===== src/rtl/cpr_pkg.sv =====
// Shared types and codes for the clock page replacement unit.
// Used by the top level, the victim picker and the port checker.
// No dependencies.
`default_nettype none

package cpr_pkg;

    localparam logic [1:0] OP_REFERENCE = 2'd0;
    localparam logic [1:0] OP_LOAD      = 2'd1;
    localparam logic [1:0] OP_VICTIM    = 2'd2;
    localparam logic [1:0] OP_RELEASE   = 2'd3;

    localparam logic STATUS_OK    = 1'b0;
    localparam logic STATUS_EMPTY = 1'b1;

    localparam logic POLICY_CLOCK    = 1'b0;
    localparam logic POLICY_ENHANCED = 1'b1;

    // One word of the frame memory.
    typedef struct packed {
        logic present;
        logic used;
        logic modified;
    } entry_t;

    // Verdict on one frame passed by the hand.
    typedef struct packed {
        logic hit;
        logic clear_used;
    } pick_t;

endpackage

`default_nettype wire


===== src/rtl/cpr_victim_pick.sv =====
// Per-frame victim decision for plain and enhanced clock sweeps.
// Depends on cpr_pkg for entry_t and pick_t.
`default_nettype none

module cpr_victim_pick (
    input  wire logic           policy_mode,
    input  wire logic           odd_sweep,
    input  wire cpr_pkg::entry_t entry,
    output cpr_pkg::pick_t      pick
);

    always_comb
    begin
        pick = '0;
        if (entry.present)
        begin
            if (policy_mode == cpr_pkg::POLICY_CLOCK)
            begin
                pick.hit        = !entry.used;
                pick.clear_used = entry.used;
            end
            else if (!odd_sweep)
            begin
                // First and third sweeps look for unused clean frames and change nothing.
                pick.hit        = !entry.used && !entry.modified;
                pick.clear_used = 1'b0;
            end
            else
            begin
                // Second and fourth sweeps take unused dirty frames and age the rest.
                pick.hit        = !entry.used && entry.modified;
                pick.clear_used = !pick.hit && entry.used;
            end
        end
    end

endmodule

`default_nettype wire


===== src/rtl/clock_page_replacement_unit.sv =====
// Top level of the clock page replacement unit: frame memory, sequencer, output register.
// Depends on cpr_pkg and cpr_victim_pick.
//
// Usage:
// Input items (opcode, frame_index, is_write) arrive on a valid/ready channel and every
// item produces exactly one result item (status, victim_frame, victim_dirty) on a
// valid/ready output channel. Frame bits live in a single-port-read, single-port-write
// synchronous memory with a registered read port, one word per frame.
// A reference, load or release issues the memory read at the accept edge; in ST_RMW it
// then writes the modified word back and loads the result register once it is free.
// A victim request reads one frame per cycle starting at the clock hand and stops at
// the first hit, where it waits until the result register is free; with no present
// frame it finishes through ST_RMW with status 1.
// One item is in flight at a time; in_ready is high only while the sequencer is idle.
// The result register lets the next item be accepted while a result waits; if the
// receiver still holds a result when the next one is ready, the sequencer waits.
// After reset a clearing pass writes every memory word to zero with in_ready low.
// The policy register takes cfg_wdata at any edge with cfg_we high; it should only be
// changed while no item is in flight.
`default_nettype none

module clock_page_replacement_unit #(
    parameter int FRAME_COUNT = 64
) (
    input  wire logic       clk,
    input  wire logic       rst_n,
    input  wire logic       cfg_we,
    input  wire logic       cfg_wdata,
    input  wire logic       in_valid,
    output      logic       in_ready,
    input  wire logic [1:0] opcode,
    input  wire logic [5:0] frame_index,
    input  wire logic       is_write,
    output      logic       out_valid,
    input  wire logic       out_ready,
    output      logic       status,
    output      logic [5:0] victim_frame,
    output      logic       victim_dirty
);

    localparam int FW = $clog2(FRAME_COUNT);
    localparam int CW = $clog2(FRAME_COUNT + 1);
    localparam logic [FW-1:0] LAST_FRAME = FW'(FRAME_COUNT - 1);

    typedef enum logic [3:0] {
        ST_CLEAR = 4'b0001,
        ST_IDLE  = 4'b0010,
        ST_RMW   = 4'b0100,
        ST_SCAN  = 4'b1000
    } state_t;

    state_t            state_reg, state_next;
    logic              policy_reg;
    logic [FW-1:0]     hand_reg, hand_next;
    logic [FW-1:0]     cur_reg, cur_next;
    logic [FW-1:0]     sweep_cnt_reg, sweep_cnt_next;
    logic              phase_reg, phase_next;
    logic [1:0]        op_reg, op_next;
    logic              wr_flag_reg, wr_flag_next;
    logic              in_range_reg, in_range_next;
    logic [CW-1:0]     count_reg, count_next;
    logic              out_valid_reg;
    logic              status_reg;
    logic [5:0]        victim_frame_reg;
    logic              victim_dirty_reg;

    cpr_pkg::entry_t   mem [FRAME_COUNT];
    cpr_pkg::entry_t   rd_data_reg;
    logic              rd_en;
    logic [FW-1:0]     rd_addr;
    logic              wr_en;
    logic [FW-1:0]     wr_addr;
    cpr_pkg::entry_t   wr_data;

    logic              out_load;
    logic              out_free;
    logic              res_status;
    logic [5:0]        res_frame;
    logic              res_dirty;
    logic [FW-1:0]     nxt_frame;
    cpr_pkg::pick_t    pick;

    cpr_victim_pick u_pick (
        .policy_mode (policy_reg),
        .odd_sweep   (phase_reg),
        .entry       (rd_data_reg),
        .pick        (pick)
    );

    assign nxt_frame = (cur_reg == LAST_FRAME) ? '0 : cur_reg + FW'(1);
    assign out_free  = !out_valid_reg || out_ready;
    assign in_ready  = (state_reg == ST_IDLE);

    always_comb
    begin
        state_next     = state_reg;
        hand_next      = hand_reg;
        cur_next       = cur_reg;
        sweep_cnt_next = sweep_cnt_reg;
        phase_next     = phase_reg;
        op_next        = op_reg;
        wr_flag_next   = wr_flag_reg;
        in_range_next  = in_range_reg;
        count_next     = count_reg;
        rd_en          = 1'b0;
        rd_addr        = nxt_frame;
        wr_en          = 1'b0;
        wr_addr        = cur_reg;
        wr_data        = '0;
        out_load       = 1'b0;
        res_status     = cpr_pkg::STATUS_OK;
        res_frame      = '0;
        res_dirty      = 1'b0;

        case (state_reg)
            ST_CLEAR:
            begin
                wr_en = 1'b1;
                if (cur_reg == LAST_FRAME)
                begin
                    cur_next   = '0;
                    state_next = ST_IDLE;
                end
                else
                begin
                    cur_next = nxt_frame;
                end
            end

            ST_IDLE:
            begin
                if (in_valid)
                begin
                    op_next       = opcode;
                    wr_flag_next  = is_write;
                    in_range_next = (32'(frame_index) < FRAME_COUNT);
                    rd_en         = 1'b1;
                    if (opcode == cpr_pkg::OP_VICTIM && count_reg != '0)
                    begin
                        rd_addr        = hand_reg;
                        cur_next       = hand_reg;
                        sweep_cnt_next = '0;
                        phase_next     = 1'b0;
                        state_next     = ST_SCAN;
                    end
                    else
                    begin
                        rd_addr    = FW'(frame_index);
                        cur_next   = FW'(frame_index);
                        state_next = ST_RMW;
                    end
                end
            end

            ST_RMW:
            begin
                if (out_free)
                begin
                    out_load   = 1'b1;
                    state_next = ST_IDLE;
                    if (op_reg == cpr_pkg::OP_VICTIM)
                    begin
                        res_status = cpr_pkg::STATUS_EMPTY;
                    end
                    else if (in_range_reg)
                    begin
                        wr_en = 1'b1;
                        case (op_reg)
                            cpr_pkg::OP_REFERENCE:
                            begin
                                wr_data.present  = rd_data_reg.present;
                                wr_data.used     = 1'b1;
                                wr_data.modified = rd_data_reg.modified || wr_flag_reg;
                            end
                            cpr_pkg::OP_LOAD:
                            begin
                                wr_data.present  = 1'b1;
                                wr_data.used     = 1'b1;
                                wr_data.modified = 1'b0;
                                if (!rd_data_reg.present)
                                begin
                                    count_next = count_reg + CW'(1);
                                end
                            end
                            default:
                            begin
                                wr_data = '0;
                                if (rd_data_reg.present)
                                begin
                                    count_next = count_reg - CW'(1);
                                end
                            end
                        endcase
                    end
                end
            end

            ST_SCAN:
            begin
                if (pick.hit)
                begin
                    // Hold the frame under the hand until the result register frees up.
                    if (out_free)
                    begin
                        wr_en      = 1'b1;
                        out_load   = 1'b1;
                        res_frame  = 6'(cur_reg);
                        res_dirty  = rd_data_reg.modified;
                        hand_next  = nxt_frame;
                        count_next = count_reg - CW'(1);
                        state_next = ST_IDLE;
                    end
                end
                else
                begin
                    // The next frame is read while this one's used bit is cleared where the picker asks.
                    rd_en            = 1'b1;
                    wr_en            = pick.clear_used;
                    wr_data.present  = 1'b1;
                    wr_data.used     = 1'b0;
                    wr_data.modified = rd_data_reg.modified;
                    cur_next         = nxt_frame;
                    hand_next        = nxt_frame;
                    if (sweep_cnt_reg == LAST_FRAME)
                    begin
                        sweep_cnt_next = '0;
                        phase_next     = !phase_reg;
                    end
                    else
                    begin
                        sweep_cnt_next = sweep_cnt_reg + FW'(1);
                    end
                end
            end

            default:
            begin
                state_next = ST_CLEAR;
                cur_next   = '0;
            end
        endcase
    end

    always_ff @(posedge clk)
    begin
        if (wr_en)
        begin
            mem[wr_addr] <= wr_data;
        end
        if (rd_en)
        begin
            rd_data_reg <= mem[rd_addr];
        end
    end

    always_ff @(posedge clk or negedge rst_n)
    begin
        if (!rst_n)
        begin
            state_reg     <= ST_CLEAR;
            policy_reg    <= cpr_pkg::POLICY_CLOCK;
            hand_reg      <= '0;
            cur_reg       <= '0;
            sweep_cnt_reg <= '0;
            phase_reg     <= 1'b0;
            count_reg     <= '0;
            out_valid_reg <= 1'b0;
        end
        else
        begin
            state_reg     <= state_next;
            hand_reg      <= hand_next;
            cur_reg       <= cur_next;
            sweep_cnt_reg <= sweep_cnt_next;
            phase_reg     <= phase_next;
            count_reg     <= count_next;
            if (cfg_we)
            begin
                policy_reg <= cfg_wdata;
            end
            if (out_load)
            begin
                out_valid_reg <= 1'b1;
            end
            else if (out_ready)
            begin
                out_valid_reg <= 1'b0;
            end
        end
    end

    always_ff @(posedge clk)
    begin
        op_reg       <= op_next;
        wr_flag_reg  <= wr_flag_next;
        in_range_reg <= in_range_next;
        if (out_load)
        begin
            status_reg       <= res_status;
            victim_frame_reg <= res_frame;
            victim_dirty_reg <= res_dirty;
        end
    end

    assign out_valid    = out_valid_reg;
    assign status       = status_reg;
    assign victim_frame = victim_frame_reg;
    assign victim_dirty = victim_dirty_reg;

endmodule

`default_nettype wire


===== config.mk =====
export PLATFORM = sky130hd
export DESIGN_NAME = clock_page_replacement_unit
export DESIGN_NICKNAME = d
export VERILOG_FILES = /design/src/rtl/cpr_pkg.sv /design/src/rtl/cpr_victim_pick.sv /design/src/rtl/clock_page_replacement_unit.sv
export SDC_FILE = /design/constraint.sdc
export NUM_CORES = 1
export LEC_CHECK = 0
export BUFFER_PORTS_ARGS = -buffer_cell sky130_fd_sc_hd__buf_2
export CAP_MARGIN = 10
export CORE_MARGIN = 8
export CORE_UTILIZATION = 62
export CTS_CLUSTER_SIZE = 28
export DETAILED_ROUTE_END_ITERATION = 10
export PLACE_DENSITY_LB_ADDON = 0.08
export SLEW_MARGIN = 10
export SYNTH_ARGS = -nofsm -noshare
export SYNTH_HDL_FRONTEND = slang
export SYNTH_SLANG_ARGS = --single-unit

===== constraint.sdc =====
create_clock -name clk -period 5.5 [get_ports clk]
set_input_delay 0 -clock clk [delete_from_list [all_inputs] [get_ports clk]]
set_output_delay 0 -clock clk [all_outputs]
set_load 0.02 [all_outputs]

==> results of run 1 <==
[area by class of cell]
cell class / count / share of cell area
clock buffer: 32 / 0.05600
clock inverter: 14 / 0.01577
multi-input combinational: 518 / 0.2833
sequential: 238 / 0.5912
tap: 225 / 0.02382
inverter: 18 / 0.006880
timing repair buffer: 41 / 0.02308
[stage by stage]
| step | std cells | hold WS [ns] | utilization | setup WS, ns | total power [mW] |
|---|---|---|---|---|---|
| 2_1_floorplan | 815 | -0.2956 | - | 1.649 | 3.972 |
| 3_3_place_gp | 1030 | 0.08828 | 0.6374 | 1.197 | 4.445 |
| 3_5_place_dp | 1030 | 0.1013 | 0.6374 | 1.076 | 4.502 |
| 4_1_cts | 1086 | 0.02860 | 0.6930 | 1.084 | 6.233 |
| 5_1_grt | 1086 | 0.04743 | 0.6930 | 0.8257 | 6.552 |
| 6_report | 1086 | 0.06210 | 0.6930 | 1.022 | 6.257 |
[critical path, delay by kind of cell (launching register included)]
kind / cells / cell delay [ns]
AOI/OAI and AO/OA: 2 / 0.38
buffers and inverters: 3 / 0.87
DFF: 1 / 0.43
muxes: 1 / 0.58
and+or+nand+nor: 5 / 1.94
[layer usage]
layer / GRT usage / part of all wire / up-vias
met1: 0.3211 / 0.39 / 3505
met2: 0.3890 / 0.48 / 392
met4: 0.1025 / 0.041 / 0
met5: 0 / 0 / -
li1: - / - / 3150
met3: 0.04737 / 0.091 / 78
[power by group]
part	switching, mW	internal [mW]
Combinational	1.51	0.776
Clock	0.689	1.04
Sequential	0.142	2.10
Total	2.34	3.92
[cells in the mapped netlist, drive strengths merged (3+ instances only)]
master	n	area share
xnor2	4	0.0033
nand3	45	0.021
nand4	14	0.0082
ha	4	0.0047
mux2	9	0.0095
a31oi	4	0.0038
o221ai	4	0.0033
xor2	9	0.0074
a211oi	7	0.0049
edfxtp	206	0.58
nor3	3	0.0019
o21a	4	0.0028
a22oi	9	0.0063
o32ai	3	0.0025
mux4	12	0.025
and3	3	0.0018
nor4	6	0.0035
a221oi	6	0.0055
dfrtp	31	0.073
clkbuf	17	0.0060
a2111oi	17	0.016
mux2i	27	0.027
a311oi	11	0.0090
o311ai	3	0.0025
nor2b	7	0.0041
buf	24	0.017
nand2	104	0.038
inv	16	0.0056
nand2b	4	0.0023
o21ai	17	0.0080
a21oi	27	0.015
a22o	3	0.0025
nand3b	5	0.0035
a21o	3	0.0021
nor2	104	0.037
and2	11	0.0065
[final timing paths]
kind | from | slack, ns | end
setup / recovery | state_reg[2] | 1.02 | rd_data_reg[0]
hold / removal | frame_index[2] | 0.06 | cur_reg[2]
setup reg to reg | state_reg[2] | 1.02 | rd_data_reg[0]
hold reg to reg | count_reg[6] | 0.52 | count_reg[6]
max in group asynchronous | rst_n | 4.93 | cur_reg[4]
min in group asynchronous | rst_n | 0.09 | sweep_cnt_reg[0]
[timing repair]
item                       in CTS  in global routing
hold endpoints to repair       41                  0
setup endpoints to repair       0                  0
hold buffers                   10                  0
[logic make-up after synthesis]
family          Yosys count  synth area share
simple gates            315            0.1352
flops                   238            0.6560
compound gates          138            0.1012
buf+inv                  59           0.03077
mux                      48           0.06143
xor+xnor                 13           0.01069
fa+ha+maj                 4          0.004698
==> reports/metrics.yaml, run 1 <==
sta:
  period_needed_ns: 4.478
  fmax_mhz: 223.3
  report.final.slew_viol_count: 0
  finClkSkew_ns: 0.01873
  rsz0062_at_grt: "false"
  worstMarginPinSlew_ns: 1.158
  setup_violations: 0
  finalHoldViolations: 0
  relSlewSlack: 0.2280
  finalCritPeriodShare: 0.8141
  fin_tns_setup_ns: 0
global_routing:
  grt_pass1_wl_um: 41220
  antenna_found_initial: 0
  grt_use_total: 0.2432
  overflow: 0
  grt_pass1_vias: 7189
  grt_start_max_net_pins: 67
placed_design:
  portBuffers: 24
  routabilityCongestion: 0.8821
  placed_cell_area_um2: 10870
  dp.final_hpwl_um: 16490
detailed_routing:
  first_pass_iters: 6
  drcViolationCount: 0
  num_vias: 7125
  routedWlPerCell_um: 23.98
  vias_per_cell: 6.561
  drt_wl_total_um: 26040
  postRouteAntennaNets: 0
  drtIter0Drc: 978
power_and_ir_drop:
  p_per_area_nw_per_um2: 529.3
  power.leakage_nw: 4.004
  ir_worst_vdd_v: 0.0003476
finish:
  final_cell_mix: "edfxtp_1, nor2_1, nand2_1"
  multiInputGateArea_um2: 3348
  drive_above_1_share: 0.1243
  nets: 861
  seqCellArea_um2: 6988
  nFillCells: 1195
  antenna_cells: 0
  area_growth_syn_to_layout_pct: 10.96
  fin_area_um2: 11820
  final_common_cell: "edfxtp_1"
  largest_register_ffs: 192
min_path:
  hold_class: "primary input to register"
  hold_depth: 4
synthesis:
  ys_types: 77
  synth.avg_cell_area_um2: 13.07
  syn_inst: 815
  yosysSeqAreaShare: 0.6560
  synth_nets: 834
  yosys_warnings: 0
  synth-edff-count: 206
  async_flop_share: 0.1345
  synth_seq_cells: 238
  yosys_most_used_dff: "edfxtp_1"
  synth_area_um2: 10650
clocking:
  cts.sinks: 238
  post-cts-setup-buffers: 0
  root_buffer: "clkbuf_16"
  cts_resized: 0
  insertion_delay_ns: 0.53
  htree_levels: 1
  cts_buffers: 25
  clock_path_buffers: 3
  cts_tree: "built"
  clk_pin_slew_ns: 0.06
worst_setup_path:
  rr_worst_depth: 11
  crit_path_start_kind: "register"
  crit_path_max_fanout: 23
  critical_path_required_ns: 5.77
  critPathSlowestCell: "or4b_1"
  critPathCaptureType: "register"
  crit_type: "register to register"
  cpPeakStageDelay_ns: 0.79
  worstPathCellList: "or4b_1 -> clkinv_8 -> nand2_4 -> clkinv_2 -> nor2_1 -> nor2_4 -> buf_4 -> mux4_2 -> a22oi_1 -> nand4_1 -> o211a_1"
  worst-endpoint-arrival_ns: 4.75
floorplanning:
  io_pins: 25
  dieHeight_um: 147.1
  die_w_um: 147.1
  core_um2: 17060
  dieArea_um2: 21630
  num_rows: 48
  start_util: 0.6246
run_status:
  status: "complete, no violations"
job:
  drv_cap: 0
(Power assumes the default switching activity.)
==> inputs of run 2 (changes only) <==
- ABC_AREA: default -> 1
- CORE_UTILIZATION: 62 -> 57
- clock period: 5.5 -> 3.8 ns (I/O delays scaled with it)
==> run 2 against run 1 <==
Non-clock buffer count grew 8; largest power group unchanged; total power rose by 45%; fmax rose by 43%; clock skew up 0.00059 ns; highest routed layer unchanged; combinational power rose by 48%.
==> reports/metrics.yaml, run 2 <==
clocking:
  post-cts-setup-buffers: 0
  cts_buffers: 25
  clock_path_buffers: 3
  insertion_delay_ns: 0.52
  cts.sinks: 238
  cts_resized: 0
  cts_tree: "built"
  postCtsHoldBufs: 12
  root_buffer: "clkbuf_16"
  clk_pin_slew_ns: 0.06
  htree_levels: 1
finish:
  area_growth_syn_to_layout_pct: 10.82
  stdcell_count: 1519
  antenna_cells: 0
  utilization: 0.6355
  final_cell_mix: "inv_1, nand3_1, nand2_1"
  nFillCells: 1728
  drive_above_1_share: 0.09608
  seqCellArea_um2: 6988
  multiInputGateArea_um2: 3277
  largest_register_ffs: 192
  final_common_cell: "inv_1"
  nets: 1250
sta:
  setup_violations: 0
  rsz0062_at_grt: "false"
  hold-worst-slack_ns: 0.05810
  report.final.slew_viol_count: 0
  finClkSkew_ns: 0.01932
  worstMarginPinSlew_ns: 0.7913
  finalHoldViolations: 0
  fin_tns_setup_ns: 0
  period_needed_ns: 3.135
  fmax_mhz: 319.0
  finalCritPeriodShare: 0.8250
  relSlewSlack: 0.4676
floorplanning:
  core_um2: 20040
  dieArea_um2: 24960
  io_pins: 25
  num_rows: 52
  dieHeight_um: 158.0
  die_w_um: 158.0
  start_util: 0.5734
worst_setup_path:
  worst-endpoint-arrival_ns: 3.41
  crit_path_max_fanout: 46
  cpPeakStageDelay_ns: 0.46
  critPathMostFrequentCell: "nand3_1"
  worstPathCellList: "inv_1 -> ha_1 -> inv_1 -> nor2_1 -> nand3_2 -> nand3_1 -> nand3_2 -> nand2_4 -> buf_4 -> nand2_1 -> nand3_1 -> nand3_1 -> nand3_1 -> nand3_1 -> nand3_1 -> nand2_1"
  critPathCaptureType: "register"
  critical_path_required_ns: 4.07
  crit_type: "register to register"
  critPathSlowestCell: "nand2_4"
  crit_path_start_kind: "register"
power_and_ir_drop:
  p_per_area_nw_per_um2: 710.5
  ir_worst_vdd_v: 0.0005513
  seqPwrFrac: 0.360
  p_int_mw: 5.585
  power.leakage_nw: 5.536
  swShare: 0.3828
  p_sw_mw: 3.463
  p_comb_frac: 0.372
  post-layout-total-power_mw: 9.049
  p_clk_frac: 0.268
synthesis:
  synth.most_common_cell: "inv_1"
  syn_inst: 1194
  synthTopCellsByCount: "inv_1, nand2_1, nand3_1"
  ys_types: 45
  synth.avg_cell_area_um2: 9.624
  synth-edff-count: 206
  yosysSeqAreaShare: 0.6081
  yosys_warnings: 0
  yosys_most_used_dff: "edfxtp_1"
  synth_area_um2: 11490
  synth_top_area_frac: 0.5383
  async_flop_share: 0.1345
  synth_area_leaders: "edfxtp_1, nand3_1, inv_1, nand2_1, dfrtp_1"
  synth_seq_cells: 238
  synth_top_area_cell: "edfxtp_1"
  synth_nets: 1213
detailed_routing:
  num_vias: 8105
  routedWlPerCell_um: 17.74
  postRouteAntennaNets: 0
  vias_per_cell: 5.336
  drtIter0Drc: 666
  drcViolationCount: 0
  first_pass_iters: 6
  drt_wl_total_um: 26950
placed_design:
  routabilityCongestion: 0.8796
  portBuffers: 24
  dp_cells: 1462
  dp.final_hpwl_um: 17350
global_routing:
  grt_pass1_vias: 8024
  antenna_found_initial: 0
  grt_pass1_wl_um: 43450
  grt_use_total: 0.2260
  overflow: 0
  grt_start_max_net_pins: 91
run_status:
  status: "complete, no violations"
min_path:
  hold_class: "primary input to register"
job:
  drv_cap: 0
[run 2: logic make-up after synthesis]
family,after synthesis,share of synthesized area
simple gates,602,0.2411
buf+inv,286,0.1088
flops,238,0.6081
compound gates,49,0.02483
xor+xnor,8,0.006098
mux,7,0.006750
fa+ha+maj,4,0.004356
[run 2: per-stage QoR]
stage | area (um2) | setup slack (ns)
floorplan | 11490 | 0.3530
global placement | 11790 | 0.7328
detailed placement | 11790 | 0.6852
CTS | 12730 | 0.6781
global route | 12730 | 0.4146
finish | 12730 | 0.6652
[run 2: final cells by class]
type,count,share of cell area
clock buffer,38,0.06013
clock inverter,7,0.005011
inverter,247,0.07280
multi-input combinational,670,0.2573
sequential,238,0.5487
tap,270,0.02653
timing repair buffer,49,0.02948
[run 2: path summary, 6_finish.rpt]
path,cells after the start,to,slack (ns),from
min in group asynchronous,2,hand_reg[2],0.10,rst_n
setup reg to reg,16,rd_data_reg[0],0.67,count_reg[0]
hold / removal,6,cur_reg[5],0.06,frame_index[5]
setup / recovery,16,rd_data_reg[0],0.67,count_reg[0]
hold reg to reg,1,count_reg[5],0.50,count_reg[5]
max in group asynchronous,2,hand_reg[5],3.22,rst_n
[run 2: critical path, delay by kind of cell, from the launching register on]
kind                       cells  cell delay [ns]
and+or+nand+nor               12             1.77
DFF                            1             0.38
adders and majority gates      1             0.21
buffers and inverters          3             0.49
[run 2: metal layers]
metal | vias up | track usage | share of wire
li1 | 3957 | - | -
met4 | 0 | 0.05748 | 0.019
met1 | 3818 | 0.2975 | 0.42
met5 | - | 0 | 0
met2 | 293 | 0.3902 | 0.49
met3 | 37 | 0.02867 | 0.067
[run 2: power groups by stage]
stage | sequential [mW] | clock (mW) | combinational (mW)
after floorplan | 3.26 | 0 | 2.63
after global routing | 3.29 | 2.56 | 3.75
final | 3.26 | 2.42 | 3.37
after detailed placement | 3.31 | 0 | 3.36
after global placement | 3.30 | 0 | 3.32
after CTS | 3.26 | 2.46 | 3.37
==> inputs of run 3 (changes only) <==
- clock period: 3.8 -> 2.6 ns (I/O delays scaled with it)
==> run 3 against run 2 <==
Global-route usage is 0.87 points higher; routed wire length increased by 12%; combinational power is 99% higher; hold slack worse by 0.0074 ns; die area stayed put; core utilization is 4.6 points higher; cell count increased by 4.5%; fmax up 24%; largest cell class unchanged.
==> reports/metrics.yaml, run 3 (synthesized netlist as in run 2, its figures left out) <==
run_status:
  status: "complete, no violations"
power_and_ir_drop:
  p_per_area_nw_per_um2: 1092
  seqPwrFrac: 0.317
  p_int_mw: 9.062
  ir_worst_vdd_v: 0.0007825
  p_comb_frac: 0.451
  swShare: 0.3920
  p_sw_mw: 5.844
  p_clk_frac: 0.232
  power.leakage_nw: 5.989
floorplanning:
  io_pins: 25
  start_util: 0.5734
  die_w_um: 158.0
  dieArea_um2: 24960
  dieHeight_um: 158.0
  num_rows: 52
  core_um2: 20040
detailed_routing:
  routedWlPerCell_um: 18.96
  num_vias: 8599
  first_pass_iters: 7
  route.met2.wl_um: 14590
  drt_wl_total_um: 30090
  postRouteAntennaNets: 0
  drtIter0Drc: 719
  vias_per_cell: 5.418
  drcViolationCount: 0
  drt-met1-wl_um: 12580
  wl_met3_um: 2168
  topRoutingLayerUsed: "met4"
worst_setup_path:
  crit_path_max_fanout: 9
  critPathSlowestCell: "dfrtp_1"
  crit_start: "count_reg[0]"
  r2r-end: "rd_data_reg[1]"
  crit_type: "register to register"
  crit_path_start_kind: "register"
  worstPathCellList: "inv_2 -> ha_4 -> inv_1 -> nor2_2 -> nand3_4 -> nand3_2 -> nand3_2 -> nand2_4 -> clkinv_4 -> buf_4 -> nand3_1 -> nand3_1 -> nand3_1 -> nand3_1 -> nand3_1 -> nand2_1"
  r2r_start: "count_reg[0]"
  worst-endpoint-arrival_ns: 2.79
  crit_end: "rd_data_reg[1]"
  critPathCaptureType: "register"
  cpPeakStageDelay_ns: 0.40
  r2r_setup_slack_ns: 0.07
  rr_worst_depth: 16
  critical_path_required_ns: 2.87
  critPathMostFrequentCell: "nand3_1"
clocking:
  clk_pin_slew_ns: 0.06
  root_buffer: "clkbuf_16"
  cts_tree: "built"
  cts.sinks: 238
  htree_levels: 1
  cts_buffers: 25
  insertion_delay_ns: 0.52
  clock_path_buffers: 3
finish:
  area_growth_syn_to_layout_pct: 18.77
  largest_register_ffs: 192
  final_cell_mix: "inv_1, nand2_1, nand3_1"
  nFillCells: 1609
  drive_above_1_share: 0.1655
  antenna_cells: 0
  final_common_cell: "inv_1"
  nets: 1318
  fin_area_um2: 13650
  utilization: 0.6811
global_routing:
  overflow: 0
  grt_use_total: 0.2346
  grt_pass1_vias: 8305
  grt_start_max_net_pins: 65
  grt_pass1_wl_um: 44750
  antenna_found_initial: 0
placed_design:
  placed_cell_area_um2: 12260
  routabilityCongestion: 0.8622
  portBuffers: 24
  dp.final_hpwl_um: 18620
sta:
  report.final.slew_viol_count: 0
  worstMarginPinSlew_ns: 0.8165
  relSlewSlack: 0.4537
  finalHoldViolations: 0
  setup_violations: 0
  fmax_mhz: 395.7
  finClkSkew_ns: 0.01104
  period_needed_ns: 2.527
  finalCritPeriodShare: 0.9719
job:
  drv_cap: 0
min_path:
  min_from: "frame_index[1]"
  hold_class: "primary input to register"
-- run 3: cell count changes in the layout (fill, tap and decap cells not counted), moves of 4 or more --
| cell | change |
|---|---|
| clkbuf_16 | +6 |
| buf_6 | +4 |
| nor2_1 | -4 |
| clkinv_1 | +4 |
| nand3_1 | -16 |
| buf_12 | +8 |
| nor2_2 | +4 |
| clkbuf_8 | -5 |
| buf_4 | +49 |
| nand3_2 | +11 |
| nand3_4 | +5 |
-- run 3: power groups by stage --
stage,sequential [mW],combinational (mW),clock [mW]
finish,4.72,6.72,3.46
global route,4.75,7.21,3.65
CTS,4.71,5.72,3.50
detailed placement,4.78,5.64,0
global placement,4.78,5.60,0
floorplan,4.77,3.84,0
-- run 3: area by class of cell --
cell class | count | area (um2) | share of cell area
Tap cell | 270 | 337.8 | 0.02475
Clock buffer | 29 | 660.6 | 0.04840
Sequential cell | 238 | 6988 | 0.5120
Multi-Input combinational cell | 671 | 3452 | 0.2529
Inverter | 247 | 939.7 | 0.06885
Clock inverter | 16 | 133.9 | 0.009809
Timing Repair Buffer | 116 | 1136 | 0.08324
-- run 3: worst min path at each step --
stage              endpoint  slack [ns]  depth (start not counted)
2_1_floorplan  count_reg[0]       -0.30                          0
4_1_cts          cur_reg[3]       0.006                          4
3_5_place_dp   count_reg[2]        0.12                          1
3_3_place_gp   count_reg[2]        0.11                          1
5_1_grt          cur_reg[1]        0.10                          6
6_report         cur_reg[1]        0.05                          6
-- run 3: metal layers --
layer / up-vias / track usage
li1: 4105 / -
met1: 4088 / 0.3114
met2: 351 / 0.3978
met3: 55 / 0.03030
met4: 0 / 0.06870
met5: - / 0
-- run 3: through the flow --
| stage | worst slack (ns) | std cells | hold WS [ns] | TNS, ns | power, mW |
|---|---|---|---|---|---|
| 6_report | 0.07302 | 1587 | 0.05073 | 0 | 14.91 |
| 5_1_grt | -0.05574 | 1587 | 0.1036 | -0.1422 | 15.61 |
| 4_1_cts | 0.005067 | 1570 | 0.005901 | 0 | 13.93 |
| 3_5_place_dp | -0.03310 | 1515 | 0.1179 | -0.07428 | 10.42 |
| 3_3_place_gp | 0.009939 | 1515 | 0.1127 | 0 | 10.38 |
| 2_1_floorplan | 0.02477 | 1194 | -0.2956 | 0 | 8.611 |
-- run 3: what timing repair did --
item,CTS,global route
setup endpoints to repair,3,6
hold buffers,8,1
endpoints found under the hold margin,41,1
pin swaps,1,14
resized for setup,3,52
setup buffers,2,5
gates cloned,0,11
-- run 3: critical path: cells and delay by family, from the launching register on --
kind                     cells  cell delay [ns]
AND/OR/NAND/NOR             11             1.32
buffers and inverters        4             0.43
flip-flops                   1             0.40
adder cells (fa/ha/maj)      1             0.13
